==> src/rtl/mrf_pkg.sv <==
// Shared types and constants for the Modbus RTU request framer.
`default_nettype none

package mrf_pkg;

    localparam int unsigned FRAME_LEN = 8;

    localparam logic [15:0] CRC_INIT  = 16'hFFFF;
    localparam logic [15:0] CRC_POLY  = 16'hA001;
    localparam logic [7:0]  SLAVE_MAX = 8'd247;
    localparam logic [7:0]  FUNC_MAX  = 8'd6;
    localparam logic [15:0] COUNT_MAX = 16'd125;

    typedef enum logic [1:0] {
        ST_OK        = 2'd0,
        ST_BAD_SLAVE = 2'd1,
        ST_BAD_FUNC  = 2'd2,
        ST_BAD_COUNT = 2'd3
    } status_t;

    typedef logic [$clog2(FRAME_LEN)-1:0] byte_idx_t;

    localparam byte_idx_t IDX_CRC_LO = byte_idx_t'(6);
    localparam byte_idx_t IDX_LAST   = byte_idx_t'(FRAME_LEN - 1);

endpackage

`default_nettype wire

==> src/rtl/mrf_crc_byte.sv <==
// One byte step of the CRC-16/MODBUS update (reflected polynomial).
`default_nettype none

module mrf_crc_byte (
    input  wire logic [15:0] crc,
    input  wire logic [7:0]  data,
    output logic [15:0]      crc_out
);
    import mrf_pkg::*;

    always_comb
    begin
        logic [15:0] c;
        c = crc ^ {8'h00, data};
        for (int k = 0; k < 8; k++)
        begin
            if (c[0])
            begin
                c = (c >> 1) ^ CRC_POLY;
            end
            else
            begin
                c = c >> 1;
            end
        end
        crc_out = c;
    end

endmodule

`default_nettype wire

==> src/rtl/modbus_rtu_request_framer.sv <==
// Top level of the Modbus RTU request framer: request check, byte serializer and CRC.
//
// Usage:
//   A request (slave_address, function_number, register_start, register_count)
//   is transferred on the input channel when in_valid is high and in_stall is low.
//   The fields are checked at that edge. A good request produces eight frame
//   bytes on the output channel, one per cycle while out_stall is low: slave,
//   function, start high and low, count high and low, then the CRC-16/MODBUS
//   low and high bytes; is_last marks the eighth byte. A rejected request produces
//   one result with status 1, 2 or 3, frame_byte zero and is_last set.
//   The first result is offered the cycle after the request is taken. The CRC
//   is folded in one byte per cycle while out_stall is low, as the body bytes
//   leave, so the serializer sets the rate.
//   The next request is taken in the same cycle as the previous request's
//   last transfer, so frames follow back to back with no gap.
//   When the receiver holds out_stall, the current byte stays on the port and
//   the input channel stalls once a request is waiting.
//   Reset empties the block: out_valid falls and in_stall is low.
`default_nettype none

module modbus_rtu_request_framer (
    input  wire logic        clk,
    input  wire logic        rst_n,

    input  wire logic        in_valid,
    output logic             in_stall,
    input  wire logic [7:0]  slave_address,
    input  wire logic [7:0]  function_number,
    input  wire logic [15:0] register_start,
    input  wire logic [15:0] register_count,

    output logic             out_valid,
    input  wire logic        out_stall,
    output logic [7:0]       frame_byte,
    output logic             is_last,
    output logic [1:0]       status
);
    import mrf_pkg::*;

    logic        busy_reg, busy_next;
    byte_idx_t   idx_reg, idx_next;
    status_t     status_reg, status_next;
    logic [7:0]  slave_reg, slave_next;
    logic [7:0]  func_reg, func_next;
    logic [15:0] start_reg, start_next;
    logic [15:0] count_reg, count_next;
    logic [15:0] crc_reg, crc_next;

    logic        in_take;
    logic        out_take;
    logic        last_byte;
    logic [7:0]  body_byte;
    logic [15:0] crc_step;
    status_t     check;

    assign last_byte = (status_reg != ST_OK) || (idx_reg == IDX_LAST);
    assign out_take  = busy_reg && !out_stall;
    assign in_stall  = busy_reg && !(out_take && last_byte);
    assign in_take   = in_valid && !in_stall;

    // Checks are made in order; the first failure decides the status.
    always_comb
    begin
        if (slave_address == 8'd0 || slave_address > SLAVE_MAX)
        begin
            check = ST_BAD_SLAVE;
        end
        else if (function_number == 8'd0 || function_number > FUNC_MAX)
        begin
            check = ST_BAD_FUNC;
        end
        else if (register_count == 16'd0 || register_count > COUNT_MAX)
        begin
            check = ST_BAD_COUNT;
        end
        else
        begin
            check = ST_OK;
        end
    end

    always_comb
    begin
        case (idx_reg)
            byte_idx_t'(0): body_byte = slave_reg;
            byte_idx_t'(1): body_byte = func_reg;
            byte_idx_t'(2): body_byte = start_reg[15:8];
            byte_idx_t'(3): body_byte = start_reg[7:0];
            byte_idx_t'(4): body_byte = count_reg[15:8];
            byte_idx_t'(5): body_byte = count_reg[7:0];
            byte_idx_t'(6): body_byte = crc_reg[7:0];
            default:        body_byte = crc_reg[15:8];
        endcase
    end

    mrf_crc_byte u_crc (
        .crc     (crc_reg),
        .data    (body_byte),
        .crc_out (crc_step)
    );

    always_comb
    begin
        busy_next   = busy_reg;
        idx_next    = idx_reg;
        status_next = status_reg;
        slave_next  = slave_reg;
        func_next   = func_reg;
        start_next  = start_reg;
        count_next  = count_reg;
        crc_next    = crc_reg;

        if (out_take)
        begin
            idx_next = idx_reg + byte_idx_t'(1);
            // The CRC only covers the six body bytes.
            if (idx_reg < IDX_CRC_LO)
            begin
                crc_next = crc_step;
            end
            if (last_byte)
            begin
                busy_next = 1'b0;
            end
        end

        if (in_take)
        begin
            busy_next   = 1'b1;
            idx_next    = '0;
            status_next = check;
            slave_next  = slave_address;
            func_next   = function_number;
            start_next  = register_start;
            count_next  = register_count;
            crc_next    = CRC_INIT;
        end
    end

    always_ff @(posedge clk or negedge rst_n)
    begin
        if (!rst_n)
        begin
            busy_reg   <= 1'b0;
            idx_reg    <= '0;
            status_reg <= ST_OK;
        end
        else
        begin
            busy_reg   <= busy_next;
            idx_reg    <= idx_next;
            status_reg <= status_next;
        end
    end

    always_ff @(posedge clk)
    begin
        slave_reg <= slave_next;
        func_reg  <= func_next;
        start_reg <= start_next;
        count_reg <= count_next;
        crc_reg   <= crc_next;
    end

    assign out_valid  = busy_reg;
    assign frame_byte = (status_reg == ST_OK) ? body_byte : 8'd0;
    assign is_last    = last_byte;
    assign status     = status_reg;

endmodule

`default_nettype wire
==> config.mk <==
export PLATFORM = sky130hd
export DESIGN_NAME = modbus_rtu_request_framer
export DESIGN_NICKNAME = d
export VERILOG_FILES = /design/src/rtl/mrf_pkg.sv /design/src/rtl/mrf_crc_byte.sv /design/src/rtl/modbus_rtu_request_framer.sv
export SDC_FILE = /design/constraint.sdc
export NUM_CORES = 1
export LEC_CHECK = 0
export ABC_CLOCK_PERIOD_IN_PS = 5800
export BUFFER_PORTS_ARGS = -buffer_cell sky130_fd_sc_hd__buf_2
export CORE_MARGIN = 2
export CORE_UTILIZATION = 43
export DETAILED_ROUTE_END_ITERATION = 10
export PLACE_DENSITY = 0.67
export SLEW_MARGIN = 20
export SYNTH_ARGS = -nofsm -noshare
export SYNTH_HDL_FRONTEND = slang
export SYNTH_SLANG_ARGS = --single-unit
export TNS_END_PERCENT = 100
==> constraint.sdc <==
create_clock -name clk -period 5.8 [get_ports clk]
set_input_delay 0.87 -clock clk [delete_from_list [all_inputs] [get_ports clk]]
set_output_delay 0.87 -clock clk [all_outputs]
set_load 0.01 [all_outputs]
# Yosys cells after proc, flatten, opt, wreduce, memory -nomap -nowiden
# Cells that the tools add are included.
# classes
addsub	1
multipliers	0
div_mod_pow	0
order_cmp	4
n_eq_ne	7
n_shift	0
mux	18
bitwise	9
reduce_logical	21
# op_table
op	count
2-to-1 mux 16 bit	8
case mux 8 bit (7 select lines)	1
NOT 2 -> 3 bit	8
> comparator 16 x 7 -> 1 bit, second input constant	1
zero test 16 bit	1
zero test 8 bit	2
bitwise XOR 16 x 8 -> 16 bit	1
equality test 3 bit, second input constant	4
> comparator 8 x 3 -> 1 bit, second input constant	1
> comparator 8 bit, second input constant	1
2-to-1 mux 8 bit	1
equality test 3 x 2 -> 1 bit, second input constant	2
2-to-1 mux 2 bit	3
2-to-1 mux 3 bit	2
nonzero test 2 bit	3
logical AND 1 bit	4
logical OR 1 bit	4
AND reduction 2 bit	2
adder 3 x 1 -> 3 bit, second input constant	1
equality test 3 x 1 -> 1 bit, second input constant	1
zero test 1 bit	3
zero test 3 bit	1
< comparator 3 bit, second input constant	1
2-to-1 mux 1 bit	3
zero test 2 bit	1
# word_totals
reg_bits	70
latch_bits	0
ramBits	0
mem_bits_ro	0
output_inout_bits	13
n_memories	0

# Longest topological paths before layout
# Gate-level depths: netlist of run 1.
# logic_depth
word_depth	19
mapped_depth	13
ltp_nobuf	10

# Cells and area by module
# A second synthesis of run 1 with hierarchy kept.
# unflattened
cells_unflattened	288
hier_area_um2	3402.0
# modules_own_cells
module	instances	cells_each	area_each_um2
modbus_rtu_request_framer	1	259	3118.0
mrf_crc_byte	1	29	284.0

# Worst setup path after synthesis of run 1
# Ideal clock, no wire load.
# synth_path
path_type	register to register
startpoint	register idx_reg[2]
endpoint	register crc_reg[14]
setup_ps	120
t_arrival_ps	3122
slack_ps	2558
path_stages_with_launch	12
path_buffers	3
period_less_slack_ps	3242
cell_sequence	dfrtp_1 > buf_2 > clkinv_1 > ha_1 > buf_6 > or4_4 > buf_6 > o22a_2 > xnor2_2 > xnor2_1 > xnor3_2 > a211o_1
# synth_between
elab_chain_len	12
word_cells_on_any_way	32
classes_between	order compare: 1; eq/ne: 7; mux: 9; bitwise: 7; reduce/logical: 8
# synth_rtl
element	line	rtl
from (decl)	modbus_rtu_request_framer.sv:41	byte_idx_t idx_reg, idx_next;
from (signal assigned)	modbus_rtu_request_framer.sv:151	idx_reg <= idx_next;
equality test 3 bit, or another cell as far along	modbus_rtu_request_framer.sv:84	case (idx_reg)
case mux 8 bit (7 select lines)	modbus_rtu_request_framer.sv:84	
bitwise XOR 16 x 8 -> 16 bit	mrf_crc_byte.sv:14	c = crc ^ {8'h00, data};
2-to-1 mux 16 bit or NOT 2 -> 3 bit (tied branches) (5 in a row)	-	
NOT 2 -> 3 bit (no line) or 2-to-1 mux 16 bit (tied branches)	-	
2-to-1 mux 16 bit (3 in a row)	mrf_crc_byte.sv:17	if (c[0])
to (signal assigned)	modbus_rtu_request_framer.sv:162	crc_reg <= crc_next;
to (decl)	modbus_rtu_request_framer.sv:47	logic [15:0] crc_reg, crc_next;
# Parallel ways exist; a longest one is shown, timed or not.
# A chain may end at the register's enable or synchronous reset.

# Worst setup path after layout of run 1
# layout_path
startpoint	register idx_reg[2]
endpoint	output frame_byte[6]
# layout_between
elab_chain_len	3
word_cells_on_any_way	9
classes_between	eq/ne: 6; mux: 2; reduce/logical: 1
# layout_rtl
element	line	rtl
equality test 3 bit, or another cell as far along	modbus_rtu_request_framer.sv:84	
case mux 8 bit (7 select lines) (*)	modbus_rtu_request_framer.sv:84	
2-to-1 mux 8 bit (*)	modbus_rtu_request_framer.sv:166	assign frame_byte = (status_reg == ST_OK) ? body_byte : 8'd0;
to (decl)	modbus_rtu_request_framer.sv:34	output logic [7:0] frame_byte,
# Mark *: on every way between the ends. The rest lies on a longest branch, timed or not.

==> run metrics, run 1 <==
status complete, no violations; worst hold path class input port to asynchronous set/reset pin; PD cells 717.6 nW/um^2; Resized Gates After CTS 0; total nets after synthesis 314; Crit Reg-Reg Endpoint crc_reg[0]; XOR/XNOR Fraction of Synth Area 6.659%; Max Clk Rate 0.2356 GHz; mux contribution to synthesized area 3.972%; # port buffers 64; core area 7253 um^2; overall routed net length 7409 um; peak supply drop 0.4239 mV; Main synth FF type edfxtp_1; Final setup viols 0; detailed-route DRC error count 0; Setup TNS 0 ns; number of flops mapped to enable cells by yosys 48; Multi-input gate area 1219 um^2; Synth area leader edfxtp_1; WS Path Type flip-flop to primary output; Final Power 2.723 mW; mapped cell area 3213 um^2; Crit Reg-Reg Startpoint idx_reg[2]; cts bufs inserted 9; wire per inst 17.56 um; pre-CTS setup slack 1.850 ns; Adder-Cell Fraction of Synth Area 2.336%; 1st-pass router iterations 4; gr usage total 18.62%; Post-Synth Simple-Gate Area 10.83%; die width 90.44 um; GRT busiest layer met2; Clk pin slew, worst setup/hold paths 0.08 ns; Syn Inst Count 256; utilization after layout 52.32%; Area after DPL 3590 um^2; I/O pin cnt 65; Avg Vias per Cell 5.481; CP top delay family simple AND/OR/NAND/NOR gates; Clock Path Buffers 2; post-synth top area share 44.86%; largest cells by area after synthesis edfxtp_1 (45%), dfxtp_1 (10%), dfrtp_1 (4.7%); nets 376; Reg area 1912 um^2; Compound-Gate Fraction of Synth Area 13.90%; Crit. End Element primary output; sequential share of the synthesized area 59.50%; fin worst setup slack 1.555 ns; LEAKAGE 1.489 nW; clock root buffer clkbuf_8; synthesized area per cell 12.55 um^2; CTS H-Tree Depth 3; Slew HR 39.72%; GPL Wtd Cong 0.8229; CP startpoint kind flip-flop; GR Layer Usage met3 4.841%; GRT Residual Overflow 0; Vias 2,313; GR Layer Usage met2 29.82%; max_cap viols 0; layout cells sized above 1 29.10%; final period utilization 73.19%; DR iter-0 viols 154; Initial Util 44.30%; Routed Antenna Nets 0; fin. max-slew vios 0; vias in the first global route 2,255; worst-path fanout max 22; initial antenna violation count 0; Reg2Reg Setup Slack 1.80 ns; number of warnings printed during yosys synthesis 0; Inserted Diodes 0; Slew @ Worst Pin 0.9042 ns; Die Ht 90.44 um; cell area after layout 3795 um^2; final hold slack 0.3287 ns; skew final 0.006196 ns; Worst EP required 4.93 ns; hold buffer count at cts 0; CTS sink count 70; ys async rst share 8.571%; clk_lat worst skew 0.35 ns; HPWL after DPL 5392 um; depth of the most critical reg-to-reg path 10; slowest cell on the critical path dfrtp_1; placed insts 406; largest family of logic cells by synthesized area compound AO/OA/AOI/OAI gates; crit path cell chain clkinv_1 > ha_1 > or4_4 > a31oi_1 > nor2b_1 > buf_2; GR Util met1 24.56%; fillers 646; post-CTS setup buffer count 0; pin count of the biggest net entering global routing 55; flops & latches, synth 70; first-pass GRT wire length 11,580 um; die area 8179 um^2; Syn-to-layout area delta 18.11%; minimum clock period 4.245 ns; Final Hold Viols 0; # rows 31; post-synth cell types 49; RSZ-0062 raised after global routing false; Worst path max stage delay 0.80 ns; Crit path buffers/inverters 2; fin cells 422; TritonCTS clock tree built; Critical Path AT 3.38 ns
[cells by family (layout without fill, tap and decap cells)]
kind of cell               count (synthesis)  in the layout
AOI/OAI and AO/OA                         58             58
xor gates and xnor gates                  21             21
adders and majority gates                  6              6
buffers and inverters                     19             86
DFF                                       70             70
muxes                                     12             12
and+or+nand+nor                           70             70
[cells in the mapped netlist, drive strengths merged (7+ instances only)]
| cell type | n |
|---|---|
| a21oi | 9 |
| clkbuf | 8 |
| dfxtp | 16 |
| edfxtp | 48 |
| nand2 | 25 |
| nor2 | 14 |
| nor2b | 11 |
| o211ai | 7 |
| xnor2 | 16 |
[cell type report]
type / instances / area share [%]
clock inverter: 7 / 1.912
clock buffer: 9 / 3.264
tap: 99 / 3.264
inverter: 6 / 0.6264
multi-input combinational: 167 / 32.11
sequential: 70 / 50.38
timing repair buffer: 64 / 8.440
[power by group]
group | switching, mW | leakage, nW | internal [mW]
clock network | 0.195 | 0.0993 | 0.200
registers | 0.119 | 0.656 | 0.677
logic | 0.799 | 0.733 | 0.733
[worst register-to-register path, stage by stage (launching register included)]
cell	delay, ns
dfrtp_1	0.80
clkinv_1	0.46
ha_1	0.45
nor4_1	0.60
a31oi_1	0.09
a31oi_1	0.27
xnor2_1	0.21
xnor2_1	0.20
xnor3_2	0.53
xnor2_1	0.19
o21ai_1	0.08
[placed cells by master (no fill, tap or decap), drive strengths merged, types with 7 or more instances in the layout]
cell type / instances
buf: 64
edfxtp: 48
nand2: 25
dfxtp: 16
xnor2: 16
nor2: 14
nor2b: 11
a21oi: 9
clkbuf: 9
o211ai: 7
[layer usage]
metal  up-vias  share of wire (%)
met3        11                6.3
met5         -                  0
met4         0                1.7
met1      1114                 43
met2        92                 49
li1       1096                  -
[how the worst max path moves through the flow]
stage / startpoint / end / depth (start not counted)
3_3_place_gp: idx_reg[2] / crc_reg[0] / 10
3_5_place_dp: idx_reg[2] / crc_reg[0] / 10
5_1_grt: idx_reg[2] / frame_byte[3] / 7
2_1_floorplan: idx_reg[2] / crc_reg[14] / 11
6_report: idx_reg[2] / frame_byte[6] / 6
4_1_cts: idx_reg[2] / frame_byte[0] / 7
Note: power is estimated with default switching activity, not from simulation.
==> run 2, diff against run 1 <==
ABC_CLOCK_PERIOD_IN_PS = 4300   (was 5800)
clock period = 4.3 ns   (was 5.8 ns; I/O delays follow)
==> run 2 against run 1 <==
Routed wire length down 0.93%. Via count down 0.73%. Critical path type unchanged. Total power up 36%. Critical path depth up 1. Highest routed layer unchanged. First-iteration DRC count down 2.6%. Global-route usage up 0.079 points. Clock-buffer cell count unchanged. Critical endpoint is now frame_byte[0]. Sequential power up 31%. Utilization up 0.64 points.
==> run metrics, run 2 (synthesis results as in run 1) <==
status complete, no violations (unchanged); fillers 648 (was 646); Crit Reg-Reg Endpoint crc_reg[14] (was crc_reg[0]); # rows 31 (unchanged); Crit Reg-Reg Startpoint idx_reg[2] (unchanged); Clock Path Buffers 2 (unchanged); Setup TNS 0 ns (unchanged); worst-path fanout max 10 (was 22); Syn-to-layout area delta 19.55% (was 18.11%); DR iter-0 viols 150 (was 154); WS Path Type flip-flop to primary output (unchanged); wire per inst 17.23 um (was 17.56 um); die width 90.44 um (unchanged); GPL Wtd Cong 0.8909 (was 0.8229); core area 7253 um^2 (unchanged); Worst path max stage delay 0.60 ns (was 0.80 ns); Worst Setup SP idx_reg[2] (unchanged); # port buffers 64 (unchanged); PD cells 965.1 nW/um^2 (was 717.6 nW/um^2); placed insts 410 (was 406); crit path cell chain clkinv_1 > ha_1 > nor4_1 > a31oi_1 > a31oi_1 > nor2b_1 > buf_2 (was clkinv_1 > ha_1 > or4_4 > a31oi_1 > nor2b_1 > buf_2); CTS sink count 70 (unchanged); Routed Antenna Nets 0 (unchanged); CP Depth 7 (was 6); Reg2Reg Setup Slack 1.04 ns (was 1.80 ns); Vias 2,296 (was 2,313); initial antenna violation count 0 (unchanged); max_cap viols 0 (unchanged); post-CTS setup buffer count 0 (unchanged); Crit. End Element primary output (unchanged); hold buffer count at cts 0 (unchanged); Final setup viols 0 (unchanged); overall routed net length 7340 um (was 7409 um); clock root buffer clkbuf_8 (unchanged); Resized Gates After CTS 0 (unchanged); pin count of the biggest net entering global routing 54 (was 55); slowest cell on the critical path nor4_1 (was dfrtp_1); Avg Vias per Cell 5.390 (was 5.481); cts bufs inserted 9 (unchanged); depth of the most critical reg-to-reg path 9 (was 10); first-pass GRT wire length 11,650 um (was 11,580 um); Max Clk Rate 0.3009 GHz; fin. max-slew vios 0 (unchanged); Inserted Diodes 0 (unchanged); commonest non-fill, non-tap cell in the layout buf_2 (unchanged); Die Ht 90.44 um (unchanged); Critical Path AT 2.68 ns (was 3.38 ns); final period utilization 77.29%; Initial Util 44.30% (unchanged); skew final 0.009420 ns (was 0.006196 ns); RSZ-0062 raised after global routing false (unchanged); vias in the first global route 2,289 (was 2,255); TritonCTS clock tree built (unchanged); fin cells 426 (was 422); Slew HR 30.64% (was 39.72%); detailed-route DRC error count 0 (unchanged); Slew @ Worst Pin 1.039 ns (was 0.9042 ns); layout cells sized above 1 30.28% (was 29.10%); HPWL after DPL 5379 um (was 5392 um); peak supply drop 0.6063 mV (was 0.4239 mV); CP Capture Point frame_byte[0] (was frame_byte[6]); 1st-pass router iterations 4 (unchanged); gr usage total 18.70% (was 18.62%); minimum clock period 3.323 ns; die area 8179 um^2 (unchanged); CP top delay family simple AND/OR/NAND/NOR gates (unchanged); Clk pin slew, worst setup/hold paths 0.08 ns (about the same); clk_lat worst skew 0.35 ns (about the same); worst hold path class input port to asynchronous set/reset pin (unchanged); Worst EP required 3.65 ns (was 4.93 ns); crit-path most repeated cell a31oi_1; Final Hold Viols 0 (unchanged); LEAKAGE 1.515 nW (was 1.489 nW); I/O pin cnt 65 (unchanged); CTS H-Tree Depth 3 (unchanged); CP startpoint kind flip-flop (unchanged); nets 380 (was 376); GRT Residual Overflow 0 (unchanged); most frequent cells in the layout buf_2 (64), edfxtp_1 (48), nand2_1 (25), dfxtp_1 (16), xnor2_1 (15) (unchanged); Crit path buffers/inverters 2 (unchanged)
-- run 2: cell count changes in the layout (fill, tap and decap cells not counted) --
cell        before  now
o21ai_4          1    0
o21ai_2          0    1
buf_4            0    4
clkinv_1         3    2
clkinv_2         1    0
inv_2            0    1
bufinv_16        1    2
clkinvlp_4       0    1
inv_6            2    1
-- run 2: worst min-delay path by stage --
stage                          from         end  slack, ns
final                         rst_n   status[1]       0.11
after global routing          rst_n   status[1]       0.10
after CTS                     rst_n  idx_reg[2]       0.10
after detailed placement      rst_n   out_valid       0.48
after global placement    status[0]   status[0]       0.47
after floorplan               rst_n  idx_reg[0]       0.35
-- run 2: final cells by class --
class	instances	area (um^2)	share of cell area, %
Timing Repair Buffer	68	350.3	9.121
Inverter	6	22.52	0.5863
Sequential cell	70	1912	49.77
Multi-Input combinational cell	167	1211	31.53
Clock buffer	9	123.9	3.225
Clock inverter	7	97.59	2.541
Tap cell	99	123.9	3.225
-- run 2: layer usage --
| metal | vias to the layer above | part of all wire (%) | global-route usage [%] |
|---|---|---|---|
| met2 | 85 | 48 | 29.70 |
| li1 | 1103 | - | - |
| met5 | - | 0 | 0 |
| met4 | 0 | 2.6 | 7.436 |
| met1 | 1091 | 43 | 24.15 |
| met3 | 17 | 6.5 | 5.509 |
-- run 2: where the power goes --
group          switching [mW]  internal (mW)  total, mW
logic                    1.08           1.00       2.08
registers               0.123          0.913       1.04
clock network           0.263          0.328      0.591
total                    1.47           2.24       3.71
-- run 2: through the flow --
stage                     worst slack (ns)  hold slack, ns  cell area, um^2  util [%]  total power, mW
after floorplan                      1.058          0.3494             3213         -            2.713
after global placement               1.166          0.4699             3620     49.91            3.120
after global routing                0.7885          0.1031             3841     52.96            3.981
after CTS                           0.9796          0.1045             3841     52.96            3.731
after detailed placement             1.065          0.4812             3620     49.91            3.126
final                               0.9765          0.1077             3841     52.96            3.707
